$ cat config.mk
export PLATFORM = sky130hd
export DESIGN_NAME = vibration_magnitude_mean_top
export DESIGN_NICKNAME = d
export VERILOG_FILES = /design/src/hdl/vmm_pkg.sv /design/src/hdl/vmm_front.sv /design/src/hdl/vmm_fifo.sv /design/src/hdl/vmm_isqrt.sv /design/src/hdl/vmm_div.sv /design/src/hdl/vmm_back.sv /design/src/hdl/vibration_magnitude_mean_top.sv
export SDC_FILE = /design/constraint.sdc
export NUM_CORES = 1
export LEC_CHECK = 0
export BUFFER_PORTS_ARGS = -buffer_cell sky130_fd_sc_hd__buf_4
export CAP_MARGIN = 5
export CORE_MARGIN = 4
export CORE_UTILIZATION = 40
export DETAILED_ROUTE_END_ITERATION = 12
export GPL_ROUTABILITY_DRIVEN = 0
export HOLD_SLACK_MARGIN = 0.12
export PLACE_DENSITY = 0.56
export SLEW_MARGIN = 20
export SYNTH_ARGS = -nofsm -noshare
export SYNTH_HDL_FRONTEND = slang
export SYNTH_SLANG_ARGS = --single-unit
$ cat constraint.sdc
create_clock -name clk -period 15.4 [get_ports clk]
set_input_delay 0.77 -clock clk [delete_from_list [all_inputs] [get_ports clk]]
set_output_delay 0.77 -clock clk [all_outputs]
set_load 0.005 [all_outputs]
$ cat src/hdl/vmm_pkg.sv
`timescale 1ns / 1ps
`default_nettype none

package vmm_pkg;

  localparam int AXIS_W   = 16;
  localparam int IN_W     = 3 * AXIS_W;
  localparam int SQ_W     = 32;
  localparam int ROOT_W   = 16;
  localparam int MEAN_W   = 16;
  localparam int CFG_W    = 11;
  localparam int FIFO_DEPTH = 2;

  localparam logic [ROOT_W-1:0] ONE_G            = 16'd16384;
  localparam logic [CFG_W-1:0]  SAMPLE_COUNT_RST = 11'd16;
  localparam logic [MEAN_W-1:0] MEAN_MAX         = 16'd40371;

  typedef logic [SQ_W-1:0] sumsq_t;

  // The x axis sits in the lowest bits of the packed item.
  typedef struct packed {
    logic signed [AXIS_W-1:0] accel_z;
    logic signed [AXIS_W-1:0] accel_y;
    logic signed [AXIS_W-1:0] accel_x;
  } sample_t;

  typedef enum logic [1:0] {
    F_IDLE,
    F_MUL,
    F_PUSH
  } front_state_t;

  typedef enum logic [2:0] {
    B_IDLE,
    B_SQRT,
    B_ACC,
    B_CHK,
    B_DIV,
    B_HOLD
  } back_state_t;

endpackage

`default_nettype wire

$ cat src/hdl/vmm_front.sv
`timescale 1ns / 1ps
`default_nettype none

module vmm_front (
  input  logic             clk,
  input  logic             rst_n,
  input  logic             in_valid,
  output logic             in_ready,
  input  vmm_pkg::sample_t in_sample,
  output logic             sq_valid,
  input  logic             sq_ready,
  output vmm_pkg::sumsq_t  sq_data
);
  import vmm_pkg::*;

  localparam logic [1:0] LAST_AXIS = 2'd2;

  front_state_t state_r, state_nxt;
  sample_t      sample_r;
  sumsq_t       acc_r;
  logic [1:0]   axis_r;
  logic [AXIS_W-1:0] axis_val;
  logic [AXIS_W-1:0] axis_abs;
  logic [SQ_W-1:0]   axis_sq;
  logic              accept;

  always_comb begin
    case (axis_r)
      2'd0:    axis_val = sample_r.accel_x;
      2'd1:    axis_val = sample_r.accel_y;
      default: axis_val = sample_r.accel_z;
    endcase
  end

  // The most negative value negates to 0x8000, which read unsigned is exact.
  assign axis_abs = axis_val[AXIS_W-1] ? (~axis_val + 1'b1) : axis_val;
  assign axis_sq  = {{AXIS_W{1'b0}}, axis_abs} * {{AXIS_W{1'b0}}, axis_abs};

  always_comb begin
    state_nxt = state_r;
    case (state_r)
      F_IDLE: begin
        if (in_valid) state_nxt = F_MUL;
      end
      F_MUL: begin
        if (axis_r == LAST_AXIS) state_nxt = F_PUSH;
      end
      F_PUSH: begin
        if (sq_ready) state_nxt = F_IDLE;
      end
      default: state_nxt = F_IDLE;
    endcase
  end

  always_comb begin
    in_ready = (state_r == F_IDLE);
    sq_valid = (state_r == F_PUSH);
  end

  assign accept  = in_valid && in_ready;
  assign sq_data = acc_r;

  always_ff @(posedge clk) begin
    if (!rst_n) begin
      state_r <= F_IDLE;
    end else begin
      state_r <= state_nxt;
    end
  end

  always_ff @(posedge clk) begin
    if (accept) begin
      sample_r <= in_sample;
      acc_r    <= '0;
      axis_r   <= '0;
    end else if (state_r == F_MUL) begin
      acc_r  <= acc_r + axis_sq;
      axis_r <= axis_r + 2'd1;
    end
  end

endmodule

`default_nettype wire

$ cat src/hdl/vmm_fifo.sv
`timescale 1ns / 1ps
`default_nettype none

module vmm_fifo (
  input  logic            clk,
  input  logic            rst_n,
  input  logic            wr_valid,
  output logic            wr_ready,
  input  vmm_pkg::sumsq_t wr_data,
  output logic            rd_valid,
  input  logic            rd_ready,
  output vmm_pkg::sumsq_t rd_data
);
  import vmm_pkg::*;

  localparam int AW = $clog2(FIFO_DEPTH);

  sumsq_t        mem_r [FIFO_DEPTH];
  logic [AW-1:0] wr_ptr_r;
  logic [AW-1:0] rd_ptr_r;
  logic [AW:0]   count_r;
  logic          push;
  logic          pop;

  assign wr_ready = (count_r != (AW + 1)'(FIFO_DEPTH));
  assign rd_valid = (count_r != '0);
  assign rd_data  = mem_r[rd_ptr_r];
  assign push     = wr_valid && wr_ready;
  assign pop      = rd_valid && rd_ready;

  always_ff @(posedge clk) begin
    if (!rst_n) begin
      wr_ptr_r <= '0;
      rd_ptr_r <= '0;
      count_r  <= '0;
    end else begin
      if (push) wr_ptr_r <= wr_ptr_r + 1'b1;
      if (pop)  rd_ptr_r <= rd_ptr_r + 1'b1;
      if (push && !pop)      count_r <= count_r + 1'b1;
      else if (pop && !push) count_r <= count_r - 1'b1;
    end
  end

  always_ff @(posedge clk) begin
    if (push) mem_r[wr_ptr_r] <= wr_data;
  end

endmodule

`default_nettype wire

$ cat src/hdl/vmm_isqrt.sv
`timescale 1ns / 1ps
`default_nettype none

module vmm_isqrt (
  input  logic                       clk,
  input  logic                       rst_n,
  input  logic                       start,
  input  vmm_pkg::sumsq_t            operand,
  output logic                       done,
  output logic [vmm_pkg::ROOT_W-1:0] root
);
  import vmm_pkg::*;

  localparam int ITER = ROOT_W;
  localparam int CNTW = $clog2(ITER);
  localparam int RW   = ROOT_W + 4;

  logic            busy_r;
  logic            done_r;
  logic [CNTW-1:0] cnt_r;
  sumsq_t          op_r;
  logic [RW-1:0]   rem_r;
  logic [ROOT_W-1:0] root_r;
  logic [RW-1:0]   rem_sh;
  logic [RW-1:0]   trial;
  logic            ge;

  // One result bit per cycle: bring down two operand bits and try 4*root+1.
  assign rem_sh = {rem_r[RW-3:0], op_r[SQ_W-1 -: 2]};
  assign trial  = {2'b00, root_r, 2'b01};
  assign ge     = (rem_sh >= trial);
  assign done   = done_r;
  assign root   = root_r;

  always_ff @(posedge clk) begin
    if (!rst_n) begin
      busy_r <= 1'b0;
      done_r <= 1'b0;
    end else begin
      done_r <= 1'b0;
      if (start) begin
        busy_r <= 1'b1;
      end else if (busy_r && cnt_r == CNTW'(ITER - 1)) begin
        busy_r <= 1'b0;
        done_r <= 1'b1;
      end
    end
  end

  always_ff @(posedge clk) begin
    if (start) begin
      op_r   <= operand;
      rem_r  <= '0;
      root_r <= '0;
      cnt_r  <= '0;
    end else if (busy_r) begin
      op_r   <= {op_r[SQ_W-3:0], 2'b00};
      rem_r  <= ge ? (rem_sh - trial) : rem_sh;
      root_r <= {root_r[ROOT_W-2:0], ge};
      cnt_r  <= cnt_r + 1'b1;
    end
  end

endmodule

`default_nettype wire

$ cat src/hdl/vmm_div.sv
`timescale 1ns / 1ps
`default_nettype none

module vmm_div #(
  parameter int DW = 27,
  parameter int VW = 11
) (
  input  logic          clk,
  input  logic          rst_n,
  input  logic          start,
  input  logic [DW-1:0] dividend,
  input  logic [VW-1:0] divisor,
  output logic          done,
  output logic [DW-1:0] quotient
);

  localparam int CNTW = $clog2(DW);

  logic            busy_r;
  logic            done_r;
  logic [CNTW-1:0] cnt_r;
  logic [DW-1:0]   q_r;
  logic [VW-1:0]   rem_r;
  logic [VW-1:0]   div_r;
  logic [VW:0]     rem_sh;
  logic [VW:0]     rem_sub;
  logic            ge;

  // Restoring division: the dividend shifts out of q_r while quotient bits shift in.
  assign rem_sh  = {rem_r, q_r[DW-1]};
  assign rem_sub = rem_sh - {1'b0, div_r};
  assign ge      = (rem_sh >= {1'b0, div_r});
  assign done     = done_r;
  assign quotient = q_r;

  always_ff @(posedge clk) begin
    if (!rst_n) begin
      busy_r <= 1'b0;
      done_r <= 1'b0;
    end else begin
      done_r <= 1'b0;
      if (start) begin
        busy_r <= 1'b1;
      end else if (busy_r && cnt_r == CNTW'(DW - 1)) begin
        busy_r <= 1'b0;
        done_r <= 1'b1;
      end
    end
  end

  always_ff @(posedge clk) begin
    if (start) begin
      q_r   <= dividend;
      div_r <= divisor;
      rem_r <= '0;
      cnt_r <= '0;
    end else if (busy_r) begin
      q_r   <= {q_r[DW-2:0], ge};
      rem_r <= ge ? rem_sub[VW-1:0] : rem_sh[VW-1:0];
      cnt_r <= cnt_r + 1'b1;
    end
  end

endmodule

`default_nettype wire

$ cat src/hdl/vmm_back.sv
`timescale 1ns / 1ps
`default_nettype none

module vmm_back #(
  parameter int MAX_SAMPLES = 1024
) (
  input  logic                       clk,
  input  logic                       rst_n,
  input  logic                       sq_valid,
  output logic                       sq_ready,
  input  vmm_pkg::sumsq_t            sq_data,
  input  logic [vmm_pkg::CFG_W-1:0]  sample_count,
  output logic                       out_valid,
  input  logic                       out_ready,
  output logic [vmm_pkg::MEAN_W-1:0] out_mean
);
  import vmm_pkg::*;

  localparam int CW = $clog2(MAX_SAMPLES + 1);
  localparam int SW = CW + ROOT_W;
  localparam int EW = (CFG_W > CW) ? CFG_W : CW;

  back_state_t       state_r, state_nxt;
  logic [ROOT_W-1:0] dev_r;
  logic [SW-1:0]     sum_r;
  logic [CW-1:0]     cnt_r;
  logic              out_valid_r;
  logic [MEAN_W-1:0] out_mean_r;

  logic [EW-1:0]     cfg_ext;
  logic [EW-1:0]     eff_cnt;
  logic              block_full;
  logic              slot_free;
  logic              sqrt_start;
  logic              sqrt_done;
  logic [ROOT_W-1:0] root;
  logic              div_start;
  logic              div_done;
  logic [SW-1:0]     quotient;
  logic              load_out;

  // A count of zero means one sample per result; counts above the limit saturate.
  always_comb begin
    cfg_ext = EW'(sample_count);
    if (cfg_ext == '0) begin
      eff_cnt = EW'(1);
    end else if (cfg_ext > EW'(MAX_SAMPLES)) begin
      eff_cnt = EW'(MAX_SAMPLES);
    end else begin
      eff_cnt = cfg_ext;
    end
  end

  assign block_full = (EW'(cnt_r) >= eff_cnt);
  assign slot_free  = !out_valid_r || out_ready;

  vmm_isqrt u_isqrt (
    .clk     (clk),
    .rst_n   (rst_n),
    .start   (sqrt_start),
    .operand (sq_data),
    .done    (sqrt_done),
    .root    (root)
  );

  vmm_div #(
    .DW (SW),
    .VW (CW)
  ) u_div (
    .clk      (clk),
    .rst_n    (rst_n),
    .start    (div_start),
    .dividend (sum_r),
    .divisor  (cnt_r),
    .done     (div_done),
    .quotient (quotient)
  );

  always_comb begin
    state_nxt = state_r;
    case (state_r)
      B_IDLE: begin
        if (sq_valid) state_nxt = B_SQRT;
      end
      B_SQRT: begin
        if (sqrt_done) state_nxt = B_ACC;
      end
      B_ACC:  state_nxt = B_CHK;
      B_CHK: begin
        state_nxt = block_full ? B_DIV : B_IDLE;
      end
      B_DIV: begin
        if (div_done) state_nxt = B_HOLD;
      end
      B_HOLD: begin
        if (slot_free) state_nxt = B_IDLE;
      end
      default: state_nxt = B_IDLE;
    endcase
  end

  always_comb begin
    sq_ready   = (state_r == B_IDLE);
    sqrt_start = (state_r == B_IDLE) && sq_valid;
    div_start  = (state_r == B_CHK) && block_full;
    load_out   = (state_r == B_HOLD) && slot_free;
  end

  always_ff @(posedge clk) begin
    if (!rst_n) begin
      state_r     <= B_IDLE;
      sum_r       <= '0;
      cnt_r       <= '0;
      out_valid_r <= 1'b0;
    end else begin
      state_r <= state_nxt;
      if (state_r == B_ACC) begin
        sum_r <= sum_r + SW'(dev_r);
        cnt_r <= cnt_r + 1'b1;
      end else if (div_start) begin
        // The divider has taken both operands at this edge.
        sum_r <= '0;
        cnt_r <= '0;
      end
      if (load_out) begin
        out_valid_r <= 1'b1;
      end else if (out_ready) begin
        out_valid_r <= 1'b0;
      end
    end
  end

  always_ff @(posedge clk) begin
    if (state_r == B_SQRT && sqrt_done) begin
      dev_r <= (root >= ONE_G) ? (root - ONE_G) : (ONE_G - root);
    end
    if (load_out) begin
      out_mean_r <= quotient[MEAN_W-1:0];
    end
  end

  assign out_valid = out_valid_r;
  assign out_mean  = out_mean_r;

endmodule

`default_nettype wire

$ cat src/hdl/vibration_magnitude_mean_top.sv
// Vibration magnitude mean: mean absolute deviation of |a| from 1 g.
// Input stream in_*: one three-axis sample per item, 16384 counts per g.
// Output stream out_*: one mean every sample_count samples, in 1/16384 g.
// Configuration cfg_*: writes sample_count; cfg_ready is always high. The user
// must write only while no sample is in flight; the block does not enforce it.
// Front end: takes a sample, squares the three axes one after another on one
// shared multiplier and hands the sum of squares to a two-entry queue; it takes
// no new sample until the queue has taken that sum.
// Back end: a bit-serial square root limits the sustained sample rate. The
// sample that closes a block also runs a restoring divider on a CW+16 bit
// dividend, CW = clog2(MAX_SAMPLES+1), i.e. 27 bits at the default; out_tvalid
// rises once the divider is done and the output register is free.
// Reset (rst_n low at a clock edge) empties the queue, clears the running
// sum and count and sets sample_count to 16. When out_tready is low the
// result stays in the output register; the front end keeps taking samples
// until the queue fills, then in_tready drops.
`timescale 1ns / 1ps
`default_nettype none

module vibration_magnitude_mean_top #(
  parameter int MAX_SAMPLES = 1024
) (
  input  logic                       clk,
  input  logic                       rst_n,
  input  logic                       in_tvalid,
  output logic                       in_tready,
  // accel_x [15:0], accel_y [31:16], accel_z [47:32]
  input  logic [vmm_pkg::IN_W-1:0]   in_tdata,
  output logic                       out_tvalid,
  input  logic                       out_tready,
  // vibration_mean [15:0]
  output logic [vmm_pkg::MEAN_W-1:0] out_tdata,
  input  logic                       cfg_valid,
  output logic                       cfg_ready,
  input  logic [vmm_pkg::CFG_W-1:0]  cfg_data
);
  import vmm_pkg::*;

  logic [CFG_W-1:0] sample_count_r;
  sample_t          in_sample;
  logic             push_valid;
  logic             push_ready;
  sumsq_t           push_data;
  logic             pop_valid;
  logic             pop_ready;
  sumsq_t           pop_data;

  assign cfg_ready = 1'b1;
  assign in_sample = sample_t'(in_tdata);

  always_ff @(posedge clk) begin
    if (!rst_n) begin
      sample_count_r <= SAMPLE_COUNT_RST;
    end else if (cfg_valid && cfg_ready) begin
      sample_count_r <= cfg_data;
    end
  end

  vmm_front u_front (
    .clk       (clk),
    .rst_n     (rst_n),
    .in_valid  (in_tvalid),
    .in_ready  (in_tready),
    .in_sample (in_sample),
    .sq_valid  (push_valid),
    .sq_ready  (push_ready),
    .sq_data   (push_data)
  );

  vmm_fifo u_fifo (
    .clk      (clk),
    .rst_n    (rst_n),
    .wr_valid (push_valid),
    .wr_ready (push_ready),
    .wr_data  (push_data),
    .rd_valid (pop_valid),
    .rd_ready (pop_ready),
    .rd_data  (pop_data)
  );

  vmm_back #(
    .MAX_SAMPLES (MAX_SAMPLES)
  ) u_back (
    .clk          (clk),
    .rst_n        (rst_n),
    .sq_valid     (pop_valid),
    .sq_ready     (pop_ready),
    .sq_data      (pop_data),
    .sample_count (sample_count_r),
    .out_valid    (out_tvalid),
    .out_ready    (out_tready),
    .out_mean     (out_tdata)
  );

endmodule

`default_nettype wire

* Word-level counts from Yosys, hierarchy flattened *
Memory sizes are Yosys's and may differ from the RTL's. A register that Yosys moved wholly into a read port is not among the register bits.
Cells that the tools add are included.

word-level totals
  memory bits (writable) = 64
  register bits = 301
  memories = 1
  bits of input ports = 64
  logic and storage cells = 140
  output and inout port bits = 19

cells by class
  add/sub/neg operators = 15
  reduce and logical (&&, ||, !) cells = 30
  muxes and demuxes = 39
  order comparisons = 5
  multipliers = 1
  eq/ne operators = 19
  bitwise gates (word level) = 2

memories
  memory        depth  bits a word  read ports  clocked after Yosys merged registers in  write ports  line            RTL
  u_fifo.mem_r  2      32           1           1                                        1            vmm_fifo.sv:18  sumsq_t mem_r [FIFO_DEPTH];

operators with widths
  kind                                                                                    number
  27-bit 2-to-1 mux                                                                       4
  32-bit 2-to-1 mux                                                                       2
  11-bit 2-to-1 mux                                                                       5
  32-bit adder                                                                            1
  16-bit by 16-bit multiplier with 32-bit output                                          1
  16-bit 2-to-1 mux                                                                       2
  16-bit one-hot mux with 2 select lines                                                  1
  27-bit by 16-bit adder with 27-bit output                                               1
  20-bit by 18-bit greater-or-equal comparator with 1-bit output                          1
  18-bit 2-to-1 mux                                                                       1
  3-bit one-hot mux with 6 select lines                                                   1
  18-bit subtractor                                                                       1
  16-bit by 1-bit adder with 16-bit output (second input constant)                        1
  16-bit by 15-bit greater-or-equal comparator with 1-bit output (second input constant)  1
  16-bit NOT                                                                              1
  2-bit nonzero test                                                                      8
  15-bit by 16-bit subtractor with 16-bit output (first input constant)                   1
  16-bit by 15-bit subtractor with 16-bit output (second input constant)                  1
  3-bit 2-to-1 mux                                                                        5
  12-bit by 11-bit greater-or-equal comparator with 1-bit output                          1
  1-bit 2-to-1 mux                                                                        12
  11-bit by 1-bit adder with 11-bit output (second input constant)                        1
  11-bit greater-or-equal comparator                                                      1
  11-bit greater-than comparator (second input constant)                                  1
  27 further kinds                                                                        56

* Depth between registers and ports, before layout *
Gate-level depths: netlist (run 1).

  word-level depth = 7
  gate-level depth with buffers = 39
  depth with buffers taken out = 35

* Hierarchy *
A second synthesis (run 1) with hierarchy kept.

second synthesis, totals
  cell total of the unflattened synthesis = 2,403
  area, all modules = 25,169.1 um^2

modules (own cells, without submodules)
  module                        instances  cells an instance  area each (um^2)
  vmm_front                     1          1,205              11,310.8
  vmm_back                      1          440                4,206.5
  vmm_isqrt                     1          373                3,920.0
  vmm_div                       1          224                2,757.6
  vmm_fifo                      1          124                2,551.2
  vibration_magnitude_mean_top  1          37                 422.9

* Worst setup path after synthesis (run 1) *
Ideal clock, no wire load.

  path type = reg2reg
  from = reg u_front.axis_r[0]
  to = reg u_front.acc_r[30], in the netlist u_front.sq_data[30]
  cell stages (with the launch flop) = 34
  path buffers = 4
  library setup time = 133 ps
  path slack = 7,048 ps
  arrival time = 8,219 ps
  cell sequence = dfxtp_1 -> inv_1 -> ha_1 -> buf_2 -> a22o_1 -> a21o_1 -> buf_2 -> inv_2 -> clkbuf_1 -> ha_1 -> nand3_1 -> nor3_1 -> a21oi_1 -> xor2_1 -> clkinv_1 -> nand2_1 -> fa_1 -> inv_1 -> fa_1 -> fa_1 -> fa_1 -> fa_1 -> fa_1 -> ha_1 -> clkbuf_1 -> a21oi_1 -> a21oi_1 -> a211o_1 -> a311oi_1 -> o21ai_1 -> a211o_1 -> a31oi_1 -> xor2_1 -> a21oi_1

on the way
  cells in the longest elaborated chain, start to end = 7
  elaborated cells on any way between the ends = 8

ends and longest elaborated chain
  what                                                                           line             RTL
  start, declared                                                                vmm_front.sv:21  logic [1:0] axis_r;
  start signal, assigned                                                         vmm_front.sv:78  axis_r <= axis_r + 2'd1;
  2-bit by 1-bit == test with 1-bit output or 2-bit logical NOT (tied branches)  vmm_front.sv:28  case (axis_r)
  16-bit one-hot mux with 2 select lines *                                       vmm_front.sv:28
  16-bit NOT                                                                     vmm_front.sv:36  assign axis_abs = axis_val[AXIS_W-1] ? (~axis_val + 1'b1) : axis_val;
  16-bit by 1-bit adder with 16-bit output                                       vmm_front.sv:36
  16-bit 2-to-1 mux *                                                            vmm_front.sv:36
  16-bit by 16-bit multiplier with 32-bit output *                               vmm_front.sv:37  assign axis_sq = {{AXIS_W{1'b0}}, axis_abs} * {{AXIS_W{1'b0}}, axis_abs};
  32-bit adder *                                                                 vmm_front.sv:77  acc_r <= acc_r + axis_sq;
  end signal, assigned                                                           vmm_front.sv:77
  end, declared                                                                  vmm_front.sv:20  sumsq_t acc_r;

Every way passes the cells marked *; elsewhere a longest branch is shown, timed or not.
A chain may end at the register's enable or synchronous reset.

* Worst setup path after layout (run 1) *
Same ends and word-level chain as after synthesis.

==> results of run 1 <==
cells by family (layout without fill, tap and decap cells):
kind of cell / after synthesis / in the layout / share of synthesized area, %
mux: 78 / 78 / 3.16
xor+xnor: 101 / 101 / 3.61
fa+ha+maj: 362 / 362 / 24.4
other cells: 2 / 12 / 0.0304
compound gates: 429 / 429 / 11.0
buf+inv: 489 / 573 / 7.56
flops: 366 / 366 / 38.4
simple gates: 652 / 652 / 11.9
layer usage:
metal | track usage [%] | share of wire (%) | wire, um
met5 | 0 | 0 | 0
met4 | 4.06 | 2.0 | 1110
met3 | 2.97 | 4.5 | 2440
met2 | 28.2 | 48 | 26200
met1 | 22.3 | 45 | 24700
flip-flops by register name, indices dropped and copies added, names as in the netlist, 3 cells and up, named ones only:
register               count
u_back.u_isqrt.op_r       32
u_back.u_div.cnt_r         5
u_back.u_isqrt.rem_r      18
u_back.state_r             3
u_back.u_div.quotient     27
u_back.u_div.rem_r        11
sample_count_r            11
u_back.cnt_r              11
u_back.u_isqrt.cnt_r       4
u_fifo.mem_r              64
u_back.out_mean           16
u_back.u_isqrt.root       16
u_back.sum_r              27
u_back.dev_r              16
u_front.sample_r          48
u_back.u_div.div_r        11
u_front.sq_data           32
cell usage in the layout, fill, tap and decap left out, drive strengths merged, types with 52 or more instances in the layout:
cell type and instances:
dfxtp 152, fa 198, nand3 52, mux2i 78, edfxtp 214, xnor2 70, nor2 151, buf 98
nand2 304, ha 164, o21ai 120, clkbuf 58, inv 394, a21oi 135
per-stage QoR:
stage                     util (%)  hold WS, ns  area [um^2]  setup WS [ns]
after detailed placement      43.0        0.436        26100           5.82
final                         45.3        0.371        27500           5.74
after floorplan                  -        0.426        24700           7.05
after global routing          45.3        0.327        27500           4.95
after global placement        43.0        0.441        26100           6.22
after CTS                     45.3        0.333        27500           5.75
area by class of cell:
cell class                      count  area (um^2)
Inverter                          398         1490
Fill cell                        5754        33200
Timing Repair Buffer               98          736
Multi-Input combinational cell   1634        13400
Clock buffer                       58         1200
Clock inverter                     19          239
Sequential cell                   366         9470
Tap cell                          782          978
final timing paths:
| check | to |
|---|---|
| worst max register to register | u_front.sq_data[30]$_SDFFE_PP0P_ |
| worst min register to register | u_back.out_mean[4]$_DFFE_PP_ |
| worst min-delay path | u_front.sample_r[12]$_DFFE_PP_ |
| worst max-delay path | u_front.sq_data[30]$_SDFFE_PP0P_ |
worst max-delay path, delay by kind of cell (launching register included):
kind | cells | cell delay, ns
AOI/OAI and AO/OA | 9 | 2.26
xor gates and xnor gates | 2 | 0.96
adders and majority gates | 9 | 4.13
buffers and inverters | 7 | 0.86
DFF | 1 | 0.36
and+or+nand+nor | 3 | 0.90
Yosys cell counts, types with 11 or more instances:
master	number	area, um^2
ha_1	164	2050
fa_1	198	3960
xnor2_1	69	604
o21bai_1	12	90.1
and3_1	13	81.3
clkbuf_1	72	270
mux2i_1	78	781
a22o_1	15	131
nand4_1	18	113
a21oi_1	133	666
nand3_1	52	260
edfxtp_1	214	6430
o21ai_0	113	566
nor2b_1	32	200
o21a_1	16	120
a21boi_0	18	135
inv_1	385	1450
a211oi_1	11	82.6
dfxtp_1	152	3040
a31oi_1	13	81.3
nand2_1	304	1140
a21o_1	26	195
nor3_1	13	65.1
xor2_1	31	272
nand2b_1	17	106
nor2_1	149	559
==> qor.txt, run 1 <==
Max stage delay on crit path: 0.80 ns
Critical R2R Launch: u_front.axis_r[0]$_SDFFE_PP0P_
Clk buf depth: 3
Reg2Reg Depth: 30
Max-cap violations: 0
WL final: 54.4 mm
Antenna violations before repair: 0
CTS Hold Bufs: 0
Setup TNS: 0 ns
Ys flop type: edfxtp_1
CTS Root Buffer Type: clkbuf_16
Row count: 90
Slew Viols, Final: 0
Worst hold path depth: 1
Drc violations: 0
Global-route wire length before repair: 90.6 mm
Crit Path Max Fanout: 17
Clk_lat worst skew: 0.57 ns
IO Count: 83
Min cycle time layout: 9.66 ns
Status: complete, no violations
Syn avg cell area: 9.96 um^2
Fin crit share: 62.7%
Post-synthesis register bit count: 366
CTS buffer count: 42
Initial cell density of the core: 40.7%
Die footprint: 0.0657 mm^2
Global route overflow: 0
Non-Filler Instances: 3355
Port Buf Inserts: 81
Floorplan core area: 0.0607 mm^2
Area Growth Syn to Fin: 11.5%
CTS H-tree depth: 2
Initial DRC count: 846
Via density: 5.07
Layout Skew: 0.0440 ns
Ant diodes: 0
CTS tree: done
RSZ-0062 raised after global routing: false
Vias in the first global route: 17400
Hold WC Path Type: primary input to flip-flop
Die width: 256 um
Crit Path Class: flip-flop to flip-flop
Post-synth EDFFs: 214
Post-CTS setup buffers: 0
Slew @ Worst Pin: 1.05 ns
Worst setup SP type: flip-flop
Warnings from Yosys: 0
CP startpoint: u_front.axis_r[0]$_SDFFE_PP0P_
TritonRoute pass-1 iters: 5
Final Net Count: 2966
Req. time, crit path: 15.81 ns
Final Hold Fails: 0
Largest net degree at the start of global routing: 82
Register-to-register setup slack: 5.74 ns
Critical path capture point type: flip-flop
Post-CTS resize count: 0
Mapped Cells: 2479
DP HPWL: 41.3 mm
Reg clk slew, reported paths: 0.06 ns
HP Start: in_tdata[12]
Final setup vio count: 0
Share of cells above drive strength 1: 7.81%
WL/cell: 16.2 um
Ys async rst share: 0%
Routed vias: 17000
Arrival time worst endpoint: 10.07 ns
Fmax: 103 MHz
Placed cell count: 3278
Clk sinks: 366
Post-synthesis sequential area ratio: 38.4%
Gr usage total: 16.6%
DRT antenna net count: 0
Slew HR: 29.7%
Syn Std Cell Area: 0.0247 mm^2
Die Ht: 256 um
Worst-path cell with the longest stage delay: xnor2_1
Yosys cell types: 80
Power of run 1 is left out: the tool's default activity adds up to more than one toggle a clock period on the data nets, which glitch-free logic cannot reach.
==> run 2: changes to the inputs <==
- clock period: 15.4 -> 9.3 ns (I/O delays scaled with it)
==> qor.txt, run 2 (synthesized netlist as in run 1, its figures left out) <==
Status: complete, no violations (unchanged)
Critical path capture point type: flip-flop (unchanged)
Initial cell density of the core: 40.7% (unchanged)
Critical R2R Launch: u_front.axis_r[0]$_SDFFE_PP0P_ (unchanged)
DP HPWL: 41.5 mm (was 41.3 mm)
DRT antenna net count: 0 (unchanged)
Final Hold Fails: 0 (unchanged)
Most used routing layer: met2 (unchanged)
Regs by FF count: u_fifo.mem_r (64), u_front.sample_r (48) (unchanged)
Ant diodes: 0 (unchanged)
Crit Path Class: flip-flop to flip-flop (unchanged)
Multi-input logic area: 0.0134 mm^2 (about the same)
Worst-path cell with the longest stage delay: fa_1 (was xnor2_1)
Final Net Count: 3027 (was 2966)
Post-layout util: 46.4% (was 45.3%)
Global-route wire length before repair: 91.9 mm (was 90.6 mm)
Fmax: 115 MHz (was 103 MHz)
Slew @ Worst Pin: 1.06 ns (was 1.05 ns)
Drc violations: 0 (unchanged)
Global route overflow: 0 (unchanged)
HP Start: cfg_data[0] (was in_tdata[12])
CTS buffer count: 43 (was 42)
RSZ-0062 raised after global routing: false (unchanged)
Worst setup SP type: flip-flop (unchanged)
Antenna violations before repair: 0 (unchanged)
Row count: 90 (unchanged)
Routed vias: 17200 (was 17000)
Gr usage total: 16.8% (was 16.6%)
Arrival time worst endpoint: 9.12 ns (was 10.07 ns)
Post-CTS setup buffers: 0 (unchanged)
Max FFs per register: 64 (unchanged)
Final setup vio count: 0 (unchanged)
Via density: 5.03 (was 5.07)
Grt met2 use: 28.9% (was 28.2%)
Met3 Use GR: 2.44% (was 2.97%)
TritonRoute pass-1 iters: 7 (was 5)
Die footprint: 0.0657 mm^2 (unchanged)
Largest net degree at the start of global routing: 70 (was 82)
Fin crit share: 93.4% (was 62.7%)
Slew HR: 29.3% (was 29.7%)
Biggest register: u_fifo.mem_r (unchanged)
Setup TNS: 0 ns (unchanged)
Register-to-register setup slack: 0.61 ns (was 5.74 ns)
Reg clk slew, reported paths: 0.06 ns (about the same)
Initial DRC count: 1009 (was 846)
Min cycle time layout: 8.69 ns (was 9.66 ns)
Clk sinks: 366 (unchanged)
Hold WC Path Type: primary input to flip-flop (unchanged)
Commonest non-fill, non-tap cells in the layout: 385 x inv_1, 303 x nand2_1, 214 x edfxtp_1, 198 x fa_1, 163 x ha_1 (was 385 x inv_1, 303 x nand2_1, 214 x edfxtp_1, 198 x fa_1, 164 x ha_1)
Global Route met1 Usage: 22.4% (was 22.3%)
Share of cells above drive strength 1: 8.35% (was 7.81%)
Most common cell on crit path: inv_1
WL final: 54.7 mm (was 54.4 mm)
Floorplan core area: 0.0607 mm^2 (unchanged)
Most common cell after layout, fill and taps aside: inv_1 (unchanged)
Register area: 0.00947 mm^2 (unchanged)
Max stage delay on crit path: 0.54 ns (was 0.80 ns)
Clk buf depth: 3 (unchanged)
Clk_lat worst skew: 0.58 ns (was 0.57 ns)
CTS Root Buffer Type: clkbuf_16 (unchanged)
CP startpoint: u_front.axis_r[0]$_SDFFE_PP0P_ (unchanged)
Port Buf Inserts: 81 (unchanged)
Die width: 256 um (unchanged)
Slew Viols, Final: 0 (unchanged)
Crit Path Max Fanout: 17 (unchanged)
Vias in the first global route: 18000 (was 17400)
Fillers: 5665 (was 5754)
Req. time, crit path: 9.73 ns (was 15.81 ns)
Layout Skew: 0.0321 ns (was 0.0440 ns)
CTS H-tree depth: 2 (unchanged)
CTS tree: done (unchanged)
Max-cap violations: 0 (unchanged)
WL/cell: 16.0 um (was 16.2 um)
Die Ht: 256 um (unchanged)
IO Count: 83 (unchanged)
Area Growth Syn to Fin: 14.1% (was 11.5%)
==> run 2: cell count changes in the layout (fill, tap and decap cells not counted), sizes merged <==
cell         change
clkbuf           -4
buf             +11
clkinv           +5
clkinvlp         -2
bufinv           +1
dlygate4sd3     +49
inv              +3
==> run 2: critical path, delay by kind of cell, from the launching register on <==
family                   cells  cell delay, ns
XOR/XNOR                     2            0.45
flip-flops                   1            0.34
AND/OR/NAND/NOR              4            0.83
buffers and inverters        8            0.82
adder cells (fa/ha/maj)      9            4.10
AO/OA/AOI/OAI                9            1.99
==> run 2: repair_timing <==
action	4_1_cts	5_1_grt
hold buffers	49	0
resized for setup	0	5
endpoints found under the hold margin	49	0
setup endpoints to repair	0	8
==> run 2: worst paths after layout <==
check | endpoint | cells past startpoint
setup reg to reg | u_front.sq_data[30]$_SDFFE_PP0P_ | 32
hold / removal | sample_count_r[0]$_SDFFE_PN0P_ | 3
setup / recovery | u_front.sq_data[30]$_SDFFE_PP0P_ | 32
hold reg to reg | u_back.out_mean[12]$_DFFE_PP_ | 0
==> run 2: metrics by stage <==
stage	cell area, um^2	std cells	hold WS, ns	setup WS, ns
floorplan	24700	2489	0.426	0.948
finish	28200	3418	0.153	0.612
CTS	28100	3418	0.121	0.102
global placement	26200	3289	0.437	0.476
global route	28200	3418	0.143	0.0794
detailed placement	26200	3289	0.437	0.180
==> run 2: final cells by class <==
cell class,instances,share of cell area [%]
Clock buffer,54,4.15
Sequential cell,366,33.6
Inverter,398,5.30
Clock inverter,26,1.14
Timing Repair Buffer,158,4.65
Tap cell,782,3.47
Multi-Input combinational cell,1634,47.7
==> run 2: layer usage <==
metal / part of all wire, % / vias up
met2: 48 / 308
met4: 2.3 / 0
met3: 4.1 / 81
li1: - / 8473
met1: 45 / 8344
met5: 0 / -
Power of run 2 is left out for the same reason.
